`src/rtl/lcsw_pkg.sv`:
```
// ----------------------------------------------------------------------------
// Load-cell session weigher package
// Shared widths, constants and command types for the weigher and its units.
// ----------------------------------------------------------------------------
`default_nettype none

package lcsw_pkg;

  // Readings averaged to form the calibration baseline.
  localparam int CAL_SAMPLES     = 5;
  // Samples stored in one weighing session.
  localparam int SESSION_SAMPLES = 15;

  // Session result: skip the largest SKIP_N samples, average the next AVG_N.
  localparam int SKIP_N = 2;
  localparam int AVG_N  = 5;
  localparam int TOP_N  = SKIP_N + AVG_N;
  localparam int IDX_W  = $clog2(TOP_N);

  // Field widths.
  localparam int READ_W    = 25;
  localparam int Q4_W      = 24;
  localparam int GPC_W     = 32;
  localparam int GRAMS_W   = 16;
  localparam int LIMIT_W   = 8;
  localparam int CAL_SUM_W = 29;
  localparam int PROD_W    = READ_W + GPC_W;

  // Constant divider: dividend magnitude and rounded-up reciprocals. The
  // quotient is exact because the reciprocal error times any dividend below
  // 2^27 stays under 2^RCP_SH for every divisor up to 7.
  localparam int DIV_W  = 27;
  localparam int RCP_SH = 30;
  localparam int RCP_W  = 31;
  localparam logic [RCP_W-1:0] CAL_RCP =
      RCP_W'((2 ** RCP_SH + CAL_SAMPLES - 1) / CAL_SAMPLES);
  localparam logic [RCP_W-1:0] AVG_RCP =
      RCP_W'((2 ** RCP_SH + AVG_N - 1) / AVG_N);

  // Configuration register indexes.
  localparam logic [1:0] REG_GRAMS_PER_COUNT   = 2'd0;
  localparam logic [1:0] REG_TRIGGER_GRAMS     = 2'd1;
  localparam logic [1:0] REG_RECALIBRATE_GRAMS = 2'd2;
  localparam logic [1:0] REG_RECALIBRATE_LIMIT = 2'd3;

  // Result event codes.
  typedef enum logic [3:0] {
    EV_MISSING     = 4'd0,
    EV_CALIBRATING = 4'd1,
    EV_CAL_DONE    = 4'd2,
    EV_IDLE        = 4'd3,
    EV_START       = 4'd4,
    EV_SAMPLE      = 4'd5,
    EV_WEIGHT      = 4'd6,
    EV_LITTER      = 4'd7,
    EV_RECAL       = 4'd8
  } event_e;

  // Commands to the ranking unit.
  typedef struct packed {
    logic clear;
    logic insert;
    logic accumulate;
  } rank_cmd_t;

endpackage

`default_nettype wire

```
`src/rtl/lcsw_div.sv`:
```
// ----------------------------------------------------------------------------
// Constant divider
// Divides an unsigned magnitude by a small constant through multiplication
// with its rounded-up reciprocal; the operands and then the product are registered.
// ----------------------------------------------------------------------------
`default_nettype none

module lcsw_div
  import lcsw_pkg::*;
(
  input  wire logic             clk_i,
  input  wire logic             rst_ni,
  input  wire logic             start_i,
  input  wire logic [DIV_W-1:0] dividend_i,
  input  wire logic [RCP_W-1:0] recip_i,
  output logic                  busy_o,
  output logic [DIV_W-1:0]      quot_o
);

  logic                     busy_q;
  logic [DIV_W-1:0]         dvd_q;
  logic [RCP_W-1:0]         rcp_q;
  logic [DIV_W+RCP_W-1:0]   prod_q;

  // Capture the operands at start, multiply on the following cycle.
  always_ff @(posedge clk_i or negedge rst_ni) begin
    if (!rst_ni) begin
      busy_q <= 1'b0;
      dvd_q  <= '0;
      rcp_q  <= '0;
      prod_q <= '0;
    end else if (start_i) begin
      busy_q <= 1'b1;
      dvd_q  <= dividend_i;
      rcp_q  <= recip_i;
    end else if (busy_q) begin
      prod_q <= dvd_q * rcp_q;
      busy_q <= 1'b0;
    end
  end

  assign busy_o = busy_q;
  assign quot_o = prod_q[RCP_SH +: DIV_W];

endmodule

`default_nettype wire

```
`config.mk`:
```
export PLATFORM = sky130hd
export DESIGN_NAME = lcsw_div
export DESIGN_NICKNAME = d
export VERILOG_FILES = /design/src/rtl/lcsw_pkg.sv /design/src/rtl/lcsw_div.sv
export SDC_FILE = /design/constraint.sdc
export NUM_CORES = 2
export LEC_CHECK = 0
export BUFFER_PORTS_ARGS = -buffer_cell sky130_fd_sc_hd__buf_2
export CAP_MARGIN = 20
export CORE_AREA = 2 2 290 235
export CTS_CLUSTER_SIZE = 28
export DETAILED_ROUTE_END_ITERATION = 8
export DIE_AREA = 0 0 292 237
export GPL_TIMING_DRIVEN = 0
export PLACE_DENSITY = 0.61
export SKIP_LAST_GASP = 1
export SLEW_MARGIN = 25
export SYNTH_ARGS = -nofsm -noshare
export SYNTH_HDL_FRONTEND = slang
export SYNTH_SLANG_ARGS = --single-unit
export TNS_END_PERCENT = 5
```
`constraint.sdc`:
```
create_clock -name clk_i -period 10.5 [get_ports clk_i]
set_input_delay 1.575 -clock clk_i [delete_from_list [all_inputs] [get_ports clk_i]]
set_output_delay 1.575 -clock clk_i [all_outputs]
set_load 0.02 [all_outputs]
```
==> flow_metrics.env <==
export IMPL_status="complete, no violations"
export IMPL_holdWs_ns=0.4969
export IMPL_num_vias=21990
export IMPL_finalCritPeriodShare_pct=81.92
export IMPL_wl_per_cell_um=22.78
export IMPL_ys_top_cells_by_area="fa_1 (49%), inv_1 (10%), ha_1 (7.9%)"
export IMPL_finish_utilization_pct=47.21
export IMPL_grt_pass1_wl_um=148600
export IMPL_cp_start_kind="flop"
export IMPL_slowest_stage="clkbuf_1"
export IMPL_gp_congestion=0.9993
export IMPL_worst_path_most_repeated_cell="fa_1"
export IMPL_setup_viol=0
export IMPL_dr_pass1_iters=6
export IMPL_rsz0062_at_grt="false"
export IMPL_critPathArrivalTime_ns=8.87
export IMPL_antenna_found_initial=3
export IMPL_yosys_warnings=0
export IMPL_synthCells=3261
export IMPL_synth_cell_types=61
export IMPL_ant_nets=0
export IMPL_setup_ws_ns=1.898
export IMPL_row_count=85
export IMPL_hold_viol=0
export IMPL_grt_use_total_pct=29.45
export IMPL_reg2reg_slack_ns=1.90
export IMPL_worst_slew_pin_slew_ns=1.018
export IMPL_die_x_um=292
export IMPL_synth_area_um2=29530
export IMPL_clock_fmax_mhz=116.3
export IMPL_io_buffers=88
export IMPL_synth_flop_cell="dfrtp_1"
export IMPL_clkTransAtPathRegs_ns=0.08
export IMPL_dp_hpwl_um=82490
export IMPL_cts_num_sinks=86
export IMPL_async_reset_ff_share_pct=100.0
export IMPL_post_cts_setup_buffers=0
export IMPL_finalWirelength_um=96530
export IMPL_synth_top_area_share_pct=48.95
export IMPL_synth_edff_count=0
export IMPL_synth_seq_cells=86
export IMPL_via_per_inst=5.190
export IMPL_seq_area_frac_synth_pct=7.288
export IMPL_hold_class="reg -> reg"
export IMPL_insertion_delay_ns=0.40
export IMPL_finalCriticalPeriod_ns=8.602
export IMPL_num_fill_cells=6496
export IMPL_drt_iter0_drc=2184
export IMPL_die_y_um=237
export IMPL_post_cts_resized=0
export IMPL_die_area_um2=69200
export IMPL_synth_top_area_cell="fa_1"
export IMPL_finClkSkew_ns=0.02729
export IMPL_overflow=0
export IMPL_final_cell_mix="inv_1 (824), fa_1 (722), nand2_1 (576)"
export IMPL_drv_cap=0
export IMPL_grt_max_degree=60
export IMPL_cts_hold_buf=0
export IMPL_cts_tree="done"
export IMPL_top_level_ports=89
export IMPL_grt_pass1_vias=23030
export IMPL_cpPeakStageDelay_ns=0.77
export IMPL_core_um2=66470
export IMPL_numCtsBuffers=9
export IMPL_clock_path_buffers=2
export IMPL_area_growth_pct=6.275
export IMPL_relSlewSlack_pct=32.12
export IMPL_place_ws_ns=2.053
export IMPL_cp_max_fo=10
export IMPL_initial_utilization_pct=44.42
export IMPL_maxSlewViolCount=0
export IMPL_synth_area_per_cell_um2=9.055
export IMPL_htree_levels=3
export IMPL_critPathRequiredTime_ns=10.77
export IMPL_cts_root_buf="clkbuf_16"
export IMPL_layout_commonest_cell="inv_1"
export IMPL_tns_ns=0
export IMPL_synthesis_nets=4231
export IMPL_drc=0
export IMPL_layout_nets=4331
export IMPL_timing_worst_setup_path_type="reg -> reg"
export IMPL_worstSetupEndpointType="flop"
export IMPL_path_cells="clkbuf_1, clkbuf_1, nand2_1, fa_1, inv_1, fa_1, fa_1, fa_1, fa_1, fa_1, inv_1, fa_1, inv_1, ha_1, and3_1, a2111oi_0, o31ai_2, o21ai_0, a31oi_1, o21ai_1, a21oi_1, o21ai_0, o311ai_1"
export IMPL_drive_above_1_share_pct=5.288
critical path: cells and delay by family (launching register included):
| kind | cells | cell delay [ns] |
|---|---|---|
| and+or+nand+nor | 2 | 0.46 |
| DFF | 1 | 0.32 |
| AOI/OAI and AO/OA | 8 | 2.16 |
| adders and majority gates | 8 | 3.93 |
| buffers and inverters | 5 | 1.59 |
area by class of cell:
class	instances	area [um2]	area share, %
clock inverter	7	61.31	0.1954
antenna	1	2.502	0.007974
tap	870	1089	3.469
clock buffer	9	225.2	0.7177
multi-input combinational	2157	23550	75.05
sequential	86	2152	6.858
inverter	824	3093	9.856
buffer	194	733.2	2.336
timing repair buffer	89	474.2	1.511
flip-flops by register name (all words and copies together) (netlist names):
register  count
rcp_q        31
dvd_q        27
prod_q       27
busy_o        1
path summary, 6_finish.rpt:
path / from / endpoint / cells after the start
max in group asynchronous: rst_ni / prod_q[30] / 2
setup reg to reg: rcp_q[5] / prod_q[50] / 23
hold / removal: prod_q[53] / prod_q[53] / 2
min in group asynchronous: rst_ni / rcp_q[14] / 1
hold reg to reg: prod_q[53] / prod_q[53] / 2
setup / recovery: rcp_q[5] / prod_q[50] / 23
cell families after synthesis:
family / after synthesis / synth area share [%]
and+or+nand+nor: 984 / 15.71
AOI/OAI and AO/OA: 180 / 4.191
adders and majority gates: 909 / 56.87
DFF: 86 / 7.288
xor gates and xnor gates: 25 / 0.7415
buffers and inverters: 1018 / 12.95
muxes: 59 / 2.246
metal layers:
metal | routed length [um] | global-route usage (%) | share of wire [%] | up-vias
met5 | 0 | 0 | 0 | -
li1 | - | - | - | 9603
met2 | 38090 | 40.26 | 39 | 1122
met1 | 42550 | 44.09 | 44 | 11150
met4 | 2076 | 5.701 | 2.2 | 0
met3 | 13800 | 11.40 | 14 | 112
Yosys cell counts (all sizes together) (6+ instances only):
cell / instances
fa: 722
and2: 323
ha: 187
xor2: 9
nor3: 14
o211ai: 6
nor2: 21
o31ai: 6
a21o: 18
mux2: 58
o21ai: 48
xnor2: 16
o21bai: 8
clkbuf: 191
a21oi: 51
and3: 8
nand4: 7
inv: 824
nand2: 577
dfrtp: 86
o21a: 6
nand3: 16
metrics by stage:
stage / area (um2) / cells
2_1_floorplan: 29530 / 3261
3_3_place_gp: 31060 / 4219
4_1_cts: 31380 / 4236
5_1_grt: 31380 / 4236
6_report: 31380 / 4237
3_5_place_dp: 31090 / 4220
Power is not shown: default switching activity piles up to over one toggle a cycle in this logic, so the estimate is an artifact.
