--- src/rtl/lcsw_pkg.sv ---
// ----------------------------------------------------------------------------
// Load-cell session weigher package
// Shared widths, constants and command types for the weigher and its units.
// ----------------------------------------------------------------------------
`default_nettype none

package lcsw_pkg;

  // Readings averaged to form the calibration baseline.
  localparam int CAL_SAMPLES     = 5;
  // Samples stored in one weighing session.
  localparam int SESSION_SAMPLES = 15;

  // Session result: skip the largest SKIP_N samples, average the next AVG_N.
  localparam int SKIP_N = 2;
  localparam int AVG_N  = 5;
  localparam int TOP_N  = SKIP_N + AVG_N;
  localparam int IDX_W  = $clog2(TOP_N);

  // Field widths.
  localparam int READ_W    = 25;
  localparam int Q4_W      = 24;
  localparam int GPC_W     = 32;
  localparam int GRAMS_W   = 16;
  localparam int LIMIT_W   = 8;
  localparam int CAL_SUM_W = 29;
  localparam int PROD_W    = READ_W + GPC_W;

  // Constant divider: dividend magnitude and rounded-up reciprocals. The
  // quotient is exact because the reciprocal error times any dividend below
  // 2^27 stays under 2^RCP_SH for every divisor up to 7.
  localparam int DIV_W  = 27;
  localparam int RCP_SH = 30;
  localparam int RCP_W  = 31;
  localparam logic [RCP_W-1:0] CAL_RCP =
      RCP_W'((2 ** RCP_SH + CAL_SAMPLES - 1) / CAL_SAMPLES);
  localparam logic [RCP_W-1:0] AVG_RCP =
      RCP_W'((2 ** RCP_SH + AVG_N - 1) / AVG_N);

  // Configuration register indexes.
  localparam logic [1:0] REG_GRAMS_PER_COUNT   = 2'd0;
  localparam logic [1:0] REG_TRIGGER_GRAMS     = 2'd1;
  localparam logic [1:0] REG_RECALIBRATE_GRAMS = 2'd2;
  localparam logic [1:0] REG_RECALIBRATE_LIMIT = 2'd3;

  // Result event codes.
  typedef enum logic [3:0] {
    EV_MISSING     = 4'd0,
    EV_CALIBRATING = 4'd1,
    EV_CAL_DONE    = 4'd2,
    EV_IDLE        = 4'd3,
    EV_START       = 4'd4,
    EV_SAMPLE      = 4'd5,
    EV_WEIGHT      = 4'd6,
    EV_LITTER      = 4'd7,
    EV_RECAL       = 4'd8
  } event_e;

  // Commands to the ranking unit.
  typedef struct packed {
    logic clear;
    logic insert;
    logic accumulate;
  } rank_cmd_t;

endpackage

`default_nettype wire

--- src/rtl/lcsw_rank.sv ---
// ----------------------------------------------------------------------------
// Session ranking unit
// Keeps the largest samples of a session in descending order with one
// shared comparator, and sums the ranks that make up the average.
// ----------------------------------------------------------------------------
`default_nettype none

module lcsw_rank
  import lcsw_pkg::*;
(
  input  wire logic            clk_i,
  input  wire logic            rst_ni,
  input  wire rank_cmd_t       cmd_i,
  input  wire logic [Q4_W-1:0] value_i,
  output logic                 busy_o,
  output logic [DIV_W-1:0]     sum_o
);

  typedef enum logic [1:0] {
    M_IDLE,
    M_INSERT,
    M_SUM
  } mode_e;

  mode_e            mode_q;
  logic [IDX_W-1:0] idx_q;
  logic [Q4_W-1:0]  carry_q;
  logic [DIV_W-1:0] acc_q;
  logic [Q4_W-1:0]  slot_q [TOP_N];

  // The single slot under the shared comparator this cycle.
  logic [Q4_W-1:0] cur;
  assign cur = slot_q[idx_q];

  // Insertion bubbles the carried sample down the list; the smallest drops out.
  always_ff @(posedge clk_i or negedge rst_ni) begin
    if (!rst_ni) begin
      mode_q  <= M_IDLE;
      idx_q   <= '0;
      carry_q <= '0;
      acc_q   <= '0;
      for (int k = 0; k < TOP_N; k++) begin
        slot_q[k] <= '0;
      end
    end else begin
      if (cmd_i.clear) begin
        for (int k = 0; k < TOP_N; k++) begin
          slot_q[k] <= '0;
        end
      end
      case (mode_q)
        M_IDLE: begin
          if (cmd_i.insert) begin
            carry_q <= value_i;
            idx_q   <= '0;
            mode_q  <= M_INSERT;
          end else if (cmd_i.accumulate) begin
            acc_q  <= '0;
            idx_q  <= IDX_W'(SKIP_N);
            mode_q <= M_SUM;
          end
        end
        M_INSERT: begin
          if (carry_q > cur) begin
            slot_q[idx_q] <= carry_q;
            carry_q       <= cur;
          end
          if (idx_q == IDX_W'(TOP_N - 1)) begin
            mode_q <= M_IDLE;
          end else begin
            idx_q <= idx_q + 1'b1;
          end
        end
        M_SUM: begin
          acc_q <= acc_q + DIV_W'(cur);
          if (idx_q == IDX_W'(TOP_N - 1)) begin
            mode_q <= M_IDLE;
          end else begin
            idx_q <= idx_q + 1'b1;
          end
        end
        default: begin
          mode_q <= M_IDLE;
        end
      endcase
    end
  end

  assign busy_o = (mode_q != M_IDLE);
  assign sum_o  = acc_q;

endmodule

`default_nettype wire

--- config.mk ---
export PLATFORM = sky130hd
export DESIGN_NAME = lcsw_rank
export DESIGN_NICKNAME = d
export VERILOG_FILES = /design/src/rtl/lcsw_pkg.sv /design/src/rtl/lcsw_rank.sv
export SDC_FILE = /design/constraint.sdc
export NUM_CORES = 1
export LEC_CHECK = 0
export BUFFER_PORTS_ARGS = -buffer_cell sky130_fd_sc_hd__buf_2
export CAP_MARGIN = 10
export CORE_MARGIN = 5
export CORE_UTILIZATION = 57
export DETAILED_ROUTE_END_ITERATION = 6
export PLACE_DENSITY = 0.87
export SYNTH_ARGS = -nofsm -noshare
export SYNTH_HDL_FRONTEND = slang
export SYNTH_SLANG_ARGS = --single-unit
--- constraint.sdc ---
create_clock -name clk_i -period 4.1 [get_ports clk_i]
set_input_delay 0 -clock clk_i [delete_from_list [all_inputs] [get_ports clk_i]]
set_output_delay 0 -clock clk_i [all_outputs]
set_load 0.01 [all_outputs]
==> results of run 1 <==
state kept, by name, summed over array words and instances (netlist names):
| register | cells |
|---|---|
| carry_q | 24 |
| sum_o | 27 |
| idx_q | 3 |
| slot_q | 168 |
| mode_q | 2 |
stage by stage:
| step | worst slack (ns) | setup TNS, ns | total power [W] |
|---|---|---|---|
| finish | -0.008586 | -0.008586 | 0.009745 |
| CTS | 0.008704 | 0 | 0.009322 |
| global placement | 0.05007 | 0 | 0.006888 |
| detailed placement | -0.06940 | -0.08935 | 0.007039 |
| floorplan | 0.1698 | 0 | 0.005622 |
| global route | -0.09633 | -1.067 | 0.01019 |
layout make-up:
cell class,instances,share of cell area [%]
well taps,285,2.282
inverters,41,0.9849
clock buffers,38,5.020
multi-input cells,880,46.53
clock inverters,5,0.1601
flip-flops and latches,224,35.89
repair buffers,174,9.136
layer usage:
metal	wire length (um)	GRT usage [%]	vias up
met1	15380	38.75	5265
met3	2959	4.542	115
met5	0	0	-
li1	-	-	4578
met4	1436	9.804	0
met2	17550	44.44	530
worst max-delay path: stages (launching register included):
cell and delay, ns:
dfrtp_2 0.54, buf_6 0.17, mux2_2 0.34, a221oi_2 0.27, a21oi_1 0.07, a311oi_1 0.25
buf_4 0.19, inv_1 0.06, ha_4 0.28, o21ai_2 0.06, o21bai_1 0.20, a21oi_2 0.12
or3b_4 0.41, a311oi_4 0.40, o2111ai_2 0.21, and4_4 0.20, o31ai_4 0.23
cell families after synthesis:
family	synth area share, %
fa+ha+maj	5.198
compound gates	11.13
simple gates	14.24
mux	21.63
xor+xnor	1.266
flops	42.65
buf+inv	3.893
path summary, 6_finish.rpt:
| path | endpoint | slack (ns) | cells past startpoint |
|---|---|---|---|
| max in group asynchronous | slot_q[114]$_DFF_PN0_ | 2.80 | 3 |
| min in group clk_i | slot_q[78]$_DFF_PN0_ | 0.19 | 3 |
| setup / recovery | sum_o[23]$_DFFE_PN0P_ | -0.009 | 16 |
| setup reg to reg | sum_o[23]$_DFFE_PN0P_ | -0.009 | 16 |
| hold reg to reg | mode_q[0]$_DFFE_PN0P_ | 0.53 | 1 |
| hold / removal | mode_q[1]$_DFFE_PN0P_ | 0.14 | 2 |
power breakdown:
part / internal, W / total, W / switching (W)
clock: 0.00130 / 0.00221 / 0.000904
combinational: 0.00198 / 0.00447 / 0.00248
sequential: 0.00260 / 0.00307 / 0.000466
timing repair:
item	CTS	global route
hold buffers	31	0
gates cloned	1	2
endpoints found under the hold margin	145	0
gates resized for setup	6	42
pin swaps	2	14
endpoints found under the setup margin	18	172
setup buffers	0	14
placed cells by master, fill, tap and decap left out, drive strengths merged, types with 12 or more instances in the layout:
cell type    count
a21o            17
buf            142
mux2i           68
nand2           61
inv             35
nand2b          43
mux4            13
o21ai           50
dlygate4sd3     31
clkbuf          39
nor2            57
dfrtp          224
a31oi           12
mux2           163
ha              53
a21oi           62
nor2b          135
==> metrics.md, run 1 <==
| Metric | Value |
|---|---|
| WP data required | `4.54 ns` |
| Clock transition at path regs | `0.07 ns` |
| Mapped Cells | `1,215` |
| Static Leakage | `7.801 nW` |
| Final worst slack | `-0.008586 ns` |
| Final hold viol count | `0` |
| Footprint of the multi-input gates | `0.007271 mm^2` |
| Post-synth top area share | `42.65%` |
| Final Cycle Share | `100.2%` |
| Min Tclk post-route | `4.109 ns` |
| EDFF count, synth | `0` |
| Worst Clk Skew | `0.01893 ns` |
| Power Dens Cells | `623.6 mW/mm^2` |
| First-pass GRT wire length | `58,710 um` |
| Final ANT Viol Nets | `0` |
| Asr flop ratio synth | `100.0%` |
| R2r startpoint | `idx_q[1]$_DFFE_PN0P_` |
| CTS H-tree lvls | `1` |
| Worst hold path type | `input pin to asynchronous set/reset pin` |
| Remaining routing DRC violations | `0` |
| Fillers | `1,526` |
| Fmax | `243.4 MHz` |
| CTS tree | `built` |
| Die area | `0.02620 mm^2` |
| Hold WS | `0.1428 ns` |
| Crit path arrival time | `4.55 ns` |
| RSZ-0062 raised after global routing | `yes` |
| DP Area | `0.01411 mm^2` |
| Avg Vias per Cell | `6.368` |
| Inst Count DP | `1,556` |
| Final #Nets | `1,428` |
| Mean area per synthesized cell | `10.82 um^2` |
| Routed vias | `10,490` |
| Chip Width | `161.9 um` |
| Core area | `0.02264 mm^2` |
| Setup crit end kind | `flop` |
| Max cap viols | `0` |
| Final Max Slew Viols | `0` |
| Routed WL | `37,320 um` |
| VDD IR-drop max | `364.5 uV` |
| Num CTS Buffers | `24` |
| Root Driver | `clkbuf_16` |
| IO buf count | `56` |
| Worst-path fanout max | `8` |
| Clock sink count | `224` |
| Clock latency on the worst-skew pair | `0.53 ns` |
| Violated checks | `negative setup slack` |
| Most used DFF post-synth | `dfrtp_1` |
| Area contributors post-synth | `dfrtp_1 43%, mux2_2 13%, nor2b_1 6.4%` |
| WL/cell | `22.66 um` |
| Initial Util | `58.05%` |
| Worst slew pin tran | `0.9403 ns` |
| Slew headroom | `37.31%` |
| Util after Layout | `69.02%` |
| # IOs | `57` |
| Grt ovf | `0` |
| CTS Buffer Depth | `3` |
| Initial antenna violation count | `0` |
| Syn nets | `1,298` |
| Largest net degree at the start of global routing | `118` |
| Most frequent cells after synthesis | `224 x dfrtp_1, 154 x mux2_2, 134 x nor2b_1` |
| Vias in the first global route | `10,670` |
| Top-count cell post-synth | `dfrtp_1` |
| Fraction of layout cells with a size suffix above 1 | `30.54%` |
| Final cell count without fillers | `1,647` |
| Outcome | `finished with violations` |
| Post-route cell area | `0.01563 mm^2` |
| Crit path kind | `flop to flop` |
| Detail Placement HPWL | `23,780 um` |
| Finish-stage setup viols | `1` |
| Synth Register Bits | `224` |
| DR iter-0 viols | `1,188` |
| Drt pass-1 iters | `5` |
| Synth-to-Final Area Change | `18.89%` |
| Antenna diodes | `0` |
| Mapped Area | `0.01314 mm^2` |
| Setup crit start kind | `flop` |
| Distinct cells, synth | `76` |
| Post-synthesis sequential area ratio | `42.65%` |
| Crit path from | `idx_q[1]$_DFFE_PN0P_` |
| Die Height | `161.9 um` |
| YS warnings | `0` |
| Gr usage total | `27.81%` |
| Site Rows | `55` |
| Register area | `0.005608 mm^2` |
| Largest area contributor in the synthesized netlist | `dfrtp_1` |
| Gpl congestion | `0.8940` |
(Power assumes the default switching activity.)
==> inputs of run 2 (changes only) <==
CORE_UTILIZATION = 58   (was 57)
CTS_BUF_LIST = sky130_fd_sc_hd__clkbuf_8   (was not set)
PLACE_DENSITY = 0.88   (was 0.87)
==> metrics.md, run 2 (synthesized netlist as in run 1, its figures left out) <==
| Metric | Value |
|---|---|
| Outcome | `finished, final reports clean` |
| Sw Ratio | `39.98% (+0.44 points)` |
| WL/cell | `21.67 um (-4.4%)` |
| Site Rows | `55 (unchanged)` |
| Worst-path fanout max | `9 (+1)` |
| DR iter-0 viols | `1,177 (-0.93%)` |
| Routed vias | `10,270 (-2.1%)` |
| Commonest non-fill, non-tap cells in the layout | `221 x dfrtp_1, 154 x mux2_2, 133 x nor2b_1` |
| WP data required | `4.55 ns (about the same)` |
| Die Height | `160.5 um (-0.81%)` |
| Worst path bufs/invs | `3 (unchanged)` |
| Clock transition at path regs | `0.06 ns (about the same)` |
| Logic pwr share | `44.8% (-1.0 points)` |
| Synth-to-Final Area Change | `16.94%` |
| Gpl congestion | `0.9311 (+4.1%)` |
| Clock sink count | `224 (unchanged)` |
| Final Cycle Share | `98.25% (-2.0 points)` |
| Cell breakdown of the critical path | `buf_2, buf_6, mux4_2, nand2_1, o21ai_1, ha_1, a211o_1, o22a_1, o21ai_1, o21ai_1, a221o_1, a31oi_2, buf_4, o31ai_1, a21oi_1` |
| Fmax | `248.2 MHz (+2.0%)` |
| Largest net degree at the start of global routing | `132 (+12%)` |
| Largest register FFs | `168 (unchanged)` |
| Crit path arrival time | `4.47 ns (-0.08 ns)` |
| Internal power | `0.005616 W (-4.7%)` |
| Max incr delay on CP | `0.52 ns (-0.02 ns)` |
| Detail Placement HPWL | `22,910 um (-3.7%)` |
| Final Max Slew Viols | `0 (unchanged)` |
| Commonest non-fill, non-tap cell in the layout | `dfrtp_1` |
| Crit path kind | `flop to flop` |
| Max cap viols | `0 (unchanged)` |
| Final ANT Viol Nets | `0 (unchanged)` |
| Setup crit end kind | `flop` |
| Pwr Total | `0.009357 W (-4.0%)` |
| Min Tclk post-route | `4.028 ns (-0.08032 ns)` |
| Die area | `0.02577 mm^2 (-1.6%)` |
| Sw Pwr | `0.003741 W (-2.9%)` |
| Gr usage total | `27.18% (-0.63 points)` |
| CTS Buffer Depth | `3 (unchanged)` |
| Static Leakage | `7.741 nW (-0.77%)` |
| CP delay by family, top | `compound AO/OA/AOI/OAI gates` |
| Chip Width | `160.5 um (-0.81%)` |
| Flop pwr share | `32.8% (+1.3 points)` |
| Drt pass-1 iters | `6 (+1)` |
| Final hold viol count | `0 (unchanged)` |
| Fillers | `1,546 (+1.3%)` |
| Slew headroom | `32.86% (-4.5 points)` |
| Grt ovf | `0 (unchanged)` |
| RSZ-0062 raised after global routing | `yes` |
| # IOs | `57 (unchanged)` |
| Remaining routing DRC violations | `0 (unchanged)` |
| Footprint of the multi-input gates | `0.007136 mm^2 (-1.9%)` |
| Core area | `0.02250 mm^2 (-0.61%)` |
| VDD IR-drop max | `318.9 uV (-13%)` |
| Finish-stage setup viols | `0 (-1)` |
| Clk pwr share | `22.4% (-0.3 points)` |
| Vias in the first global route | `10,600 (-0.66%)` |
| Register area | `0.005609 mm^2 (about the same)` |
| Initial antenna violation count | `0 (unchanged)` |
| CTS tree | `built` |
| Root Driver | `clkbuf_8` |
| Biggest register | `slot_q` |
| Final #Nets | `1,426 (-0.14%)` |
| Worst hold path type | `input pin to asynchronous set/reset pin` |
| Routed WL | `35,910 um (-3.8%)` |
| Util after Layout | `68.31% (-0.71 points)` |
| Initial Util | `58.41% (+0.36 points)` |
| Setup crit start kind | `flop` |
| Clock latency on the worst-skew pair | `0.53 ns (about the same)` |
| CP most frequent cell | `o21ai_1` |
| Critical path depth | `15 (-1)` |
| Fraction of layout cells with a size suffix above 1 | `29.30% (-1.2 points)` |
| Worst slew pin tran | `1.007 ns (+0.06682 ns)` |
| Power Dens Cells | `608.7 mW/mm^2 (-2.4%)` |
| CTS H-tree lvls | `2 (+1)` |
| IO buf count | `56 (unchanged)` |
| Avg Vias per Cell | `6.199 (-2.7%)` |
| Antenna diodes | `0 (unchanged)` |
| First-pass GRT wire length | `56,750 um (-3.3%)` |
| CP max-delay cell | `mux4_2` |
| Reg2reg path depth | `15 (-1)` |
| Worst Clk Skew | `0.01520 ns (-0.003725 ns)` |
| Num CTS Buffers | `39 (+63%)` |
-- run 2: timing repair --
action / CTS / global route
setup endpoints to repair: 5 / 159
setup buffers: 1 / 5
pin swaps: 0 / 5
hold endpoints to repair: 163 / 0
hold buffers: 32 / 0
gates resized for setup: 2 / 28
-- run 2: layer usage --
metal,vias to the layer above,global-route usage (%),wire (um)
met4,0,9.738,1159
met2,451,43.25,17250
met3,105,4.876,2528
met5,-,0,0
li1,4596,-,-
met1,5120,37.63,14970
-- run 2: area by class of cell --
cell class,count,share of cell area (%)
Clock buffer,54,4.835
Clock inverter,16,0.4151
Inverter,41,1.001
Multi-Input combinational cell,878,46.42
Sequential cell,224,36.49
Tap cell,285,2.320
Timing Repair Buffer,159,8.514
-- run 2: path summary, 6_finish.rpt --
kind                                             from                    end  slack (ns)
worst max-delay path             idx_q[1]$_DFFE_PN0P_  sum_o[26]$_DFFE_PN0P_        0.07
worst min-delay path                           rst_ni  slot_q[133]$_DFF_PN0_        0.18
worst max register to register   idx_q[1]$_DFFE_PN0P_  sum_o[26]$_DFFE_PN0P_        0.07
worst min register to register  sum_o[12]$_DFFE_PN0P_  sum_o[12]$_DFFE_PN0P_        0.52
max in group asynchronous                      rst_ni    slot_q[8]$_DFF_PN0_        2.89
min in group clk_i                           cmd_i[2]  slot_q[164]$_DFF_PN0_        0.26
-- run 2: power groups by stage --
stage	Clock (W)	Sequential, W	Combinational, W
global route	0.00224	0.00312	0.00449
CTS	0.00211	0.00306	0.00399
floorplan	0	0.00293	0.00269
finish	0.00210	0.00307	0.00419
detailed placement	0	0.00310	0.00389
global placement	0	0.00308	0.00377
-- run 2: worst register-to-register path: stages, from the launching register on --
cell,delay [ns]
dfrtp_2,0.46
buf_2,0.24
buf_6,0.19
mux4_2,0.53
nand2_1,0.09
o21ai_1,0.15
ha_1,0.42
a211o_1,0.36
o22a_1,0.23
o21ai_1,0.13
o21ai_1,0.14
a221o_1,0.37
a31oi_2,0.25
buf_4,0.16
o31ai_1,0.07
a21oi_1,0.15
-- run 2: through the flow --
step | area, um^2 | hold slack [ns] | setup slack [ns] | std cells | TNS [ns]
2_1_floorplan | 13140 | -0.2956 | 0.1698 | 1215 | 0
3_3_place_gp | 14080 | 0.1911 | 0.1118 | 1549 | 0
3_5_place_dp | 14080 | 0.2030 | 0.01061 | 1549 | 0
4_1_cts | 15230 | 0.2409 | 0.003994 | 1652 | 0
5_1_grt | 15370 | 0.2883 | -0.1059 | 1657 | -4.823
6_report | 15370 | 0.1827 | 0.07174 | 1657 | 0
